## src/rtl/core/rasr_pkg.sv

```systemverilog
// ----------------------------------------------------------------------------
// rasr_pkg: shared types and constants for the rational add/sub/reduce block
// Operand width, derived widths, mode codes and the control struct.
// ----------------------------------------------------------------------------
package rasr_pkg;

    localparam int OPERAND_WIDTH = 16;
    // exact width of a sum of two operand products
    localparam int WIDE_W = 2 * OPERAND_WIDTH + 1;
    localparam int RES_W  = 32;
    localparam int CNT_W  = $clog2(WIDE_W + 1);

    localparam logic [1:0] MODE_ADD_RED = 2'd0;
    localparam logic [1:0] MODE_ADD_RAW = 2'd1;
    localparam logic [1:0] MODE_SUB_RAW = 2'd2;
    localparam logic [1:0] MODE_RED_A   = 2'd3;

    // status of the shared divider as seen by the sequencer
    typedef struct packed {
        logic start;
        logic busy;
        logic done;
    } div_ctrl_t;

endpackage

```

## src/rtl/core/rasr_if.sv

```systemverilog
// ----------------------------------------------------------------------------
// rasr_in_if / rasr_out_if: valid/ready channels of the block
// Input word carries the mode and two fractions; output word the result.
// ----------------------------------------------------------------------------
interface rasr_in_if import rasr_pkg::*; ();
    logic                            valid;
    logic                            ready;
    logic [1:0]                      mode;
    logic signed [OPERAND_WIDTH-1:0] a_num;
    logic signed [OPERAND_WIDTH-1:0] a_den;
    logic signed [OPERAND_WIDTH-1:0] b_num;
    logic signed [OPERAND_WIDTH-1:0] b_den;
    modport source (output valid, mode, a_num, a_den, b_num, b_den, input ready);
    modport sink (input valid, mode, a_num, a_den, b_num, b_den, output ready);
endinterface

interface rasr_out_if import rasr_pkg::*; ();
    logic                    valid;
    logic                    ready;
    logic signed [RES_W-1:0] res_num;
    logic signed [RES_W-1:0] res_den;
    logic                    den_zero;
    modport source (output valid, res_num, res_den, den_zero, input ready);
    modport sink (input valid, res_num, res_den, den_zero, output ready);
endinterface

```

## src/rtl/core/rasr_div.sv

```systemverilog
// ----------------------------------------------------------------------------
// rasr_div: shared unsigned restoring divider
// One quotient bit per cycle; remainder and quotient held until next start.
// ----------------------------------------------------------------------------
module rasr_div import rasr_pkg::*; (
    input  logic              clk,
    input  logic              rst_n,
    input  logic              start,
    input  logic [WIDE_W-1:0] dividend,
    input  logic [WIDE_W-1:0] divisor,
    output div_ctrl_t         stat,
    output logic [WIDE_W-1:0] quot,
    output logic [WIDE_W-1:0] rem
);

    logic [WIDE_W-1:0] q_reg, q_next, r_reg, r_next, d_reg, d_next;
    logic [CNT_W-1:0]  cnt_reg, cnt_next;
    logic              busy_reg, busy_next, done_reg, done_next;
    logic [WIDE_W:0]   trial;

    // load on start, else one shift-subtract step while busy
    always_comb
    begin
        q_next    = q_reg;
        r_next    = r_reg;
        d_next    = d_reg;
        cnt_next  = cnt_reg;
        busy_next = busy_reg;
        done_next = 1'b0;
        trial     = {r_reg, q_reg[WIDE_W-1]};
        if (start)
        begin
            q_next    = dividend;
            r_next    = '0;
            d_next    = divisor;
            cnt_next  = CNT_W'(WIDE_W);
            busy_next = 1'b1;
        end
        else if (busy_reg)
        begin
            if (trial >= {1'b0, d_reg})
            begin
                trial  = trial - {1'b0, d_reg};
                q_next = {q_reg[WIDE_W-2:0], 1'b1};
            end
            else
            begin
                q_next = {q_reg[WIDE_W-2:0], 1'b0};
            end
            r_next   = trial[WIDE_W-1:0];
            cnt_next = cnt_reg - CNT_W'(1);
            if (cnt_reg == CNT_W'(1))
            begin
                busy_next = 1'b0;
                done_next = 1'b1;
            end
        end
    end

    always_ff @(posedge clk or negedge rst_n)
    begin
        if (!rst_n)
        begin
            cnt_reg  <= '0;
            busy_reg <= 1'b0;
            done_reg <= 1'b0;
        end
        else
        begin
            cnt_reg  <= cnt_next;
            busy_reg <= busy_next;
            done_reg <= done_next;
        end
    end

    always_ff @(posedge clk)
    begin
        q_reg <= q_next;
        r_reg <= r_next;
        d_reg <= d_next;
    end

    assign stat = '{start: start, busy: busy_reg, done: done_reg};
    assign quot = q_reg;
    assign rem  = r_reg;

    // done only ever follows a busy cycle
    assert property (@(posedge clk) disable iff (!rst_n) done_reg |-> $past(busy_reg))
        else $error("divider done without busy");
    // a running count is never zero
    assert property (@(posedge clk) disable iff (!rst_n) busy_reg |-> cnt_reg != '0)
        else $error("divider busy with zero count");
    // start is never issued while busy
    assert property (@(posedge clk) disable iff (!rst_n) start |-> !busy_reg)
        else $error("divider restarted while busy");

endmodule

```

## src/rtl/core/rational_add_sub_reduce.sv

```systemverilog
// ----------------------------------------------------------------------------
// rational_add_sub_reduce: signed fraction add/sub with gcd reduction
// Sequencer around one shared multiplier and one shared bit-serial divider.
// ----------------------------------------------------------------------------
// One word at a time. Raw modes form three products through one multiplier.
// Reducing modes run Euclid's gcd on the shared divider, one remainder per
// pass, then two more divisions for numerator and denominator.
// The input is not ready while a word is in work; the result sits in an
// output register until taken.
module rational_add_sub_reduce import rasr_pkg::*; (
    input logic        clk,
    input logic        rst_n,
    rasr_in_if.sink    in_ch,
    rasr_out_if.source out_ch
);

    typedef enum logic [7:0] {
        S_IDLE = 8'b0000_0001,
        S_MUL  = 8'b0000_0010,
        S_CHK  = 8'b0000_0100,
        S_GCD  = 8'b0000_1000,
        S_DVN  = 8'b0001_0000,
        S_DVD  = 8'b0010_0000,
        S_FIN  = 8'b0100_0000,
        S_OUT  = 8'b1000_0000
    } state_t;

    localparam int PW = 2 * OPERAND_WIDTH;

    state_t state_reg, state_next;
    logic [1:0] mode_reg;
    logic signed [OPERAND_WIDTH-1:0] an_reg, ad_reg, bn_reg, bd_reg;
    logic [1:0] step_reg, step_next;
    logic signed [WIDE_W-1:0] n_reg, n_next, d_reg, d_next, p_reg;
    logic [WIDE_W-1:0] x_reg, x_next, y_reg, y_next;
    logic [WIDE_W-1:0] qn_reg, qn_next;
    logic signed [OPERAND_WIDTH-1:0] m_a, m_b;
    logic signed [PW-1:0] prod;
    logic div_start;
    logic [WIDE_W-1:0] div_a, div_b, quot, rem, mag_n, mag_d;
    div_ctrl_t dstat;
    logic go_reg, go_next;
    logic signed [RES_W-1:0] on_reg, od_reg;
    logic oz_reg, ov_reg;

    // shared multiplier operand select
    always_comb
    begin
        case (step_reg)
            2'd0:    begin m_a = an_reg; m_b = bd_reg; end
            2'd1:    begin m_a = bn_reg; m_b = ad_reg; end
            default: begin m_a = ad_reg; m_b = bd_reg; end
        endcase
    end
    assign prod = m_a * m_b;

    assign mag_n = n_reg[WIDE_W-1] ? WIDE_W'(-n_reg) : WIDE_W'(n_reg);
    assign mag_d = d_reg[WIDE_W-1] ? WIDE_W'(-d_reg) : WIDE_W'(d_reg);

    rasr_div u_div (
        .clk      (clk),
        .rst_n    (rst_n),
        .start    (div_start),
        .dividend (div_a),
        .divisor  (div_b),
        .stat     (dstat),
        .quot     (quot),
        .rem      (rem)
    );

    // sequencer
    always_comb
    begin
        state_next = state_reg;
        step_next  = step_reg;
        n_next     = n_reg;
        d_next     = d_reg;
        x_next     = x_reg;
        y_next     = y_reg;
        qn_next    = qn_reg;
        go_next    = 1'b0;
        div_start  = go_reg;
        div_a      = x_reg;
        div_b      = y_reg;
        unique case (state_reg)
            S_IDLE:
            begin
                if (in_ch.valid)
                begin
                    step_next  = 2'd0;
                    state_next = (in_ch.mode == MODE_RED_A) ? S_CHK : S_MUL;
                    n_next     = WIDE_W'(in_ch.a_num);
                    d_next     = WIDE_W'(in_ch.a_den);
                end
            end
            S_MUL:
            begin
                step_next = step_reg + 2'd1;
                if (step_reg == 2'd1)
                begin
                    n_next = (mode_reg == MODE_SUB_RAW) ? p_reg - WIDE_W'(prod)
                                                        : p_reg + WIDE_W'(prod);
                end
                else if (step_reg == 2'd2)
                begin
                    d_next     = WIDE_W'(prod);
                    state_next = (mode_reg == MODE_ADD_RED) ? S_CHK : S_FIN;
                end
            end
            S_CHK:
            begin
                if (n_reg == '0)
                begin
                    d_next     = WIDE_W'(1);
                    state_next = S_FIN;
                end
                else if (d_reg == '0)
                begin
                    state_next = S_FIN;
                end
                else
                begin
                    x_next     = mag_n;
                    y_next     = mag_d;
                    go_next    = 1'b1;
                    state_next = S_GCD;
                end
            end
            S_GCD:
            begin
                if (dstat.done)
                begin
                    if (rem == '0)
                    begin
                        x_next     = mag_n;
                        y_next     = y_reg;
                        go_next    = 1'b1;
                        state_next = S_DVN;
                    end
                    else
                    begin
                        x_next  = y_reg;
                        y_next  = rem;
                        go_next = 1'b1;
                    end
                end
            end
            S_DVN:
            begin
                if (dstat.done)
                begin
                    qn_next    = quot;
                    x_next     = mag_d;
                    go_next    = 1'b1;
                    state_next = S_DVD;
                end
            end
            S_DVD:
            begin
                if (dstat.done)
                begin
                    // sign goes to numerator, denominator positive
                    n_next = (n_reg[WIDE_W-1] ^ d_reg[WIDE_W-1]) ? -$signed(qn_reg)
                                                                : $signed(qn_reg);
                    d_next     = $signed(quot);
                    state_next = S_FIN;
                end
            end
            S_FIN:
            begin
                state_next = S_OUT;
            end
            S_OUT:
            begin
                if (!ov_reg || out_ch.ready)
                begin
                    state_next = S_IDLE;
                end
            end
            default:
            begin
                state_next = S_IDLE;
            end
        endcase
    end

    assign in_ch.ready = (state_reg == S_IDLE);

    always_ff @(posedge clk or negedge rst_n)
    begin
        if (!rst_n)
        begin
            state_reg <= S_IDLE;
            go_reg    <= 1'b0;
            ov_reg    <= 1'b0;
        end
        else
        begin
            state_reg <= state_next;
            go_reg    <= go_next;
            if (state_reg == S_OUT && (!ov_reg || out_ch.ready))
            begin
                ov_reg <= 1'b1;
            end
            else if (out_ch.ready)
            begin
                ov_reg <= 1'b0;
            end
        end
    end

    // payload
    always_ff @(posedge clk)
    begin
        step_reg <= step_next;
        n_reg    <= n_next;
        d_reg    <= d_next;
        x_reg    <= x_next;
        y_reg    <= y_next;
        qn_reg   <= qn_next;
        if (state_reg == S_MUL && step_reg == 2'd0)
        begin
            p_reg <= WIDE_W'(prod);
        end
        if (in_ch.valid && in_ch.ready)
        begin
            mode_reg <= in_ch.mode;
            an_reg   <= in_ch.a_num;
            ad_reg   <= in_ch.a_den;
            bn_reg   <= in_ch.b_num;
            bd_reg   <= in_ch.b_den;
        end
        if (state_reg == S_OUT && (!ov_reg || out_ch.ready))
        begin
            on_reg <= n_reg[RES_W-1:0];
            od_reg <= d_reg[RES_W-1:0];
            oz_reg <= (d_reg == '0);
        end
    end

    assign out_ch.valid    = ov_reg;
    assign out_ch.res_num  = on_reg;
    assign out_ch.res_den  = od_reg;
    assign out_ch.den_zero = oz_reg;

    // the gcd found divides the denominator magnitude
    assert property (@(posedge clk) disable iff (!rst_n)
        (state_reg == S_DVD && dstat.done) |-> rem == '0)
        else $error("gcd does not divide denominator");
    // divider is only running in divider states
    assert property (@(posedge clk) disable iff (!rst_n)
        dstat.busy |-> (state_reg == S_GCD || state_reg == S_DVN || state_reg == S_DVD))
        else $error("divider busy outside division states");
    // a taken word always moves the sequencer out of idle
    assert property (@(posedge clk) disable iff (!rst_n)
        (in_ch.valid && in_ch.ready) |=> state_reg != S_IDLE)
        else $error("accepted word left sequencer idle");
    // divisor of every issued division is never zero
    assert property (@(posedge clk) disable iff (!rst_n)
        go_reg |-> y_reg != '0)
        else $error("division by zero issued");

endmodule

```

## src/flat_wrapper.sv

```systemverilog
// flat-port wrapper written by rule: the top's interface ports become plain ports
module rational_add_sub_reduce_flat import rasr_pkg::*;
  (clk, rst_n, in_ch_valid, in_ch_mode, in_ch_a_num, in_ch_a_den, in_ch_b_num, in_ch_b_den, in_ch_ready, out_ch_valid, out_ch_res_num, out_ch_res_den, out_ch_den_zero, out_ch_ready);
  rasr_in_if in_ch_i ();
  rasr_out_if out_ch_i ();
  input logic clk;
  input logic rst_n;
  input wire logic [$bits(in_ch_i.valid)-1:0] in_ch_valid;
  input wire logic [$bits(in_ch_i.mode)-1:0] in_ch_mode;
  input wire logic [$bits(in_ch_i.a_num)-1:0] in_ch_a_num;
  input wire logic [$bits(in_ch_i.a_den)-1:0] in_ch_a_den;
  input wire logic [$bits(in_ch_i.b_num)-1:0] in_ch_b_num;
  input wire logic [$bits(in_ch_i.b_den)-1:0] in_ch_b_den;
  output wire logic [$bits(in_ch_i.ready)-1:0] in_ch_ready;
  output wire logic [$bits(out_ch_i.valid)-1:0] out_ch_valid;
  output wire logic [$bits(out_ch_i.res_num)-1:0] out_ch_res_num;
  output wire logic [$bits(out_ch_i.res_den)-1:0] out_ch_res_den;
  output wire logic [$bits(out_ch_i.den_zero)-1:0] out_ch_den_zero;
  input wire logic [$bits(out_ch_i.ready)-1:0] out_ch_ready;
  assign in_ch_i.valid = in_ch_valid;
  assign in_ch_i.mode = in_ch_mode;
  assign in_ch_i.a_num = in_ch_a_num;
  assign in_ch_i.a_den = in_ch_a_den;
  assign in_ch_i.b_num = in_ch_b_num;
  assign in_ch_i.b_den = in_ch_b_den;
  assign in_ch_ready = in_ch_i.ready;
  assign out_ch_valid = out_ch_i.valid;
  assign out_ch_res_num = out_ch_i.res_num;
  assign out_ch_res_den = out_ch_i.res_den;
  assign out_ch_den_zero = out_ch_i.den_zero;
  assign out_ch_i.ready = out_ch_ready;
  rational_add_sub_reduce u_core (.clk(clk), .rst_n(rst_n), .in_ch(in_ch_i), .out_ch(out_ch_i));
endmodule
```

## config.mk

```make
export PLATFORM = sky130hd
export DESIGN_NAME = rational_add_sub_reduce_flat
export DESIGN_NICKNAME = d
export VERILOG_FILES = /design/src/rtl/core/rasr_pkg.sv /design/src/rtl/core/rasr_if.sv /design/src/rtl/core/rasr_div.sv /design/src/rtl/core/rational_add_sub_reduce.sv /design/src/flat_wrapper.sv
export SDC_FILE = /design/constraint.sdc
export NUM_CORES = 2
export LEC_CHECK = 0
export BUFFER_PORTS_ARGS = -buffer_cell sky130_fd_sc_hd__buf_2
export CAP_MARGIN = 10
export CORE_ASPECT_RATIO = 1.75
export CORE_MARGIN = 1
export CORE_UTILIZATION = 40
export DETAILED_ROUTE_END_ITERATION = 6
export PLACE_DENSITY = 0.66
export SLEW_MARGIN = 25
export SYNTH_ARGS = -nofsm -noshare
export SYNTH_HDL_FRONTEND = slang
export SYNTH_HIERARCHICAL = 1
export SYNTH_SLANG_ARGS = --single-unit
export TNS_END_PERCENT = 20
```

## constraint.sdc

```tcl
create_clock -name clk -period 16.95 [get_ports clk]
set_clock_uncertainty 0.1 [all_clocks]
set_input_delay 1.695 -clock clk [delete_from_list [all_inputs] [get_ports clk]]
set_output_delay 1.695 -clock clk [all_outputs]
set_load 0.01 [all_outputs]
```

==> results.toml <==
[timing]
tightest_slew_ns = 1.02
hold_violations = 0
layout_min_cycle_time_ns = 11.84
setup_tns_ns = 0
finalCritPeriodShare_pct = 69.9
final_max_slew_viol_count = 0
max-slew-margin-rel_pct = 29.9
rsz0062_at_grt = "false"
setup_viol = 0
max_freq_mhz = 84.4

[global_routing]
grt_pass1_wl_mm = 157
grt_max_degree = 68
antenna_found_initial = 1
gr-usage-all-layers_pct = 25.0
grt_pass1_vias = 26513
grt-ovfl-total = 0

[setup_path]
required_ns = 17.18
timing.critical_path.slowest_stage_cell = "a21oi_1"
r2r-start = "u_core/step_reg[1]$_SDFFCE_PN0P_"
max_stage_delay_ns = 0.84
worstPathMaxFanout = 47
end_kind = "flop"
critPathLaunchType = "flop"
rr_worst_depth = 39
rr_endpoint = "u_core/n_reg[32]$_DFFE_PP_"
setup.reg_to_reg.worst_slack_ns = 5.11
crit_type = "flop to flop"
crit_top_cell = "inv_1"
cp_data_arrival_time_ns = 12.08

[hold_path]
min-delay-start = "u_core/div_b[3]$_DFFE_PP_"
hold_class = "flop to flop"
min_path_cells = 0
min_to = "u_core/u_div/d_reg[3]$_DFFE_PP_"

[synthesis]
synth_fp_nets = 3696
syn_inst = 3206
syn_area_sq_mm = 0.0335
synth_warnings = 6
syn_avg_cell_area_sq_um = 10.4

[layout]
layout-drive-gt1-share_pct = 10.8
final_nets = 3802
area_delta_synth_final_pct = 10.5

[floorplanning]
io_pins = 137
dieWidth_um = 221
dieArea_sq_mm = 0.0850
placementRows = 140
die_y_um = 385
core_sq_mm = 0.0830
initial_utilization_pct = 40.3

[clocking]
cts.repair.resized = 0
numCtsBuffers = 44
clock-sinks = 447
cts_setup_buffers = 0
clk_pin_slew_worst_paths_ns = 0.07
cts_tree = "yes"
clock-root-buffer = "clkbuf_16"
hold_buffers = 0
cts_max_level = 2
clk_latency_ns = 0.62
clockBufferDepth = 3

[flow_run]
max_cap_viol_count = 0

[status]
failed_checks = "DRC"
run_status = "complete, but fails checks"

[placement]
hpwl_mm = 82.7
port_buffers = 136
place.gp.congestion = 1.09

[routing]
wl_per_cell_um = 23.6
ant_nets = 0
wl_mm = 104
dr_total_vias = 25121
drt-initial-drc-count = 1729
vias_per_cell = 5.69
first_pass_iters = 7
drc = 24
[worst max path at each step]
| stage | endpoint | from | slack, ns |
|---|---|---|---|
| global route | u_core/n_reg[32]$_DFFE_PP_ | u_core/step_reg[1]$_SDFFCE_PN0P_ | 4.51 |
| global placement | u_core/n_reg[32]$_DFFE_PP_ | u_core/step_reg[1]$_SDFFCE_PN0P_ | 4.94 |
| detailed placement | u_core/n_reg[32]$_DFFE_PP_ | u_core/step_reg[1]$_SDFFCE_PN0P_ | 5.29 |
| floorplan | u_core/n_reg[32]$_DFFE_PP_ | u_core/step_reg[1]$_SDFFCE_PN0P_ | 6.56 |
| finish | u_core/n_reg[32]$_DFFE_PP_ | u_core/step_reg[1]$_SDFFCE_PN0P_ | 5.11 |
| CTS | u_core/n_reg[32]$_DFFE_PP_ | u_core/step_reg[1]$_SDFFCE_PN0P_ | 5.23 |
[placed cells by master (no fill, tap or decap), drive strengths merged, types with 17 or more instances in the layout]
master / instances
nor3: 50
a21o: 63
a211oi: 31
nor4: 27
dfrtp: 17
or2: 21
buf: 180
and2: 19
xnor2: 119
a22oi: 37
a21oi: 165
nand2: 270
nor2b: 19
inv: 390
ha: 156
o221ai: 23
clkbuf: 48
a221o: 18
or3: 23
xor2: 90
edfxtp: 396
mux2: 43
a31oi: 17
mux2i: 49
nand3: 28
nand4: 18
clkinv: 20
o31ai: 28
nand2b: 18
dfxtp: 33
o21a: 18
o21ai: 147
fa: 264
nor2: 296
[metrics by stage]
step	util, %	std cells	hold slack, ns	setup slack [ns]	instance area (sq um)
after floorplan	-	3206	0.321	6.56	33500
after global placement	42.7	4331	0.344	4.94	35400
after detailed placement	42.7	4331	0.339	5.29	35500
after CTS	44.6	4411	0.366	5.23	37000
after global routing	44.6	4411	0.375	4.51	37000
final	44.6	4412	0.366	5.11	37000
[routing by layer]
layer	track usage, %	vias up	wire length, um
li1	-	11393	-
met1	24.8	12428	34800
met2	46.3	961	55100
met3	3.22	339	5110
met4	19.2	0	9320
met5	0	-	0
[worst max-delay path, delay by kind of cell (launching register included)]
kind	cells	cell delay, ns
AOI/OAI and AO/OA	8	2.62
buffers and inverters	9	1.21
adders and majority gates	9	3.10
and+or+nand+nor	11	3.48
DFF	1	0.39
xor gates and xnor gates	2	0.60
[cell type report]
type                       instances  area, sq um
fill                            7813        46000
multi-input combinational       2252        18700
sequential                       447        13000
inverter                         387         1450
tap                             1065         1330
clock buffer                      48         1120
timing repair buffer             180         1010
clock inverter                    32          427
antenna                            1         2.50
Power is left out: the tool's default activity adds up to more than one toggle a clock period on the data nets, which glitch-free logic cannot reach.
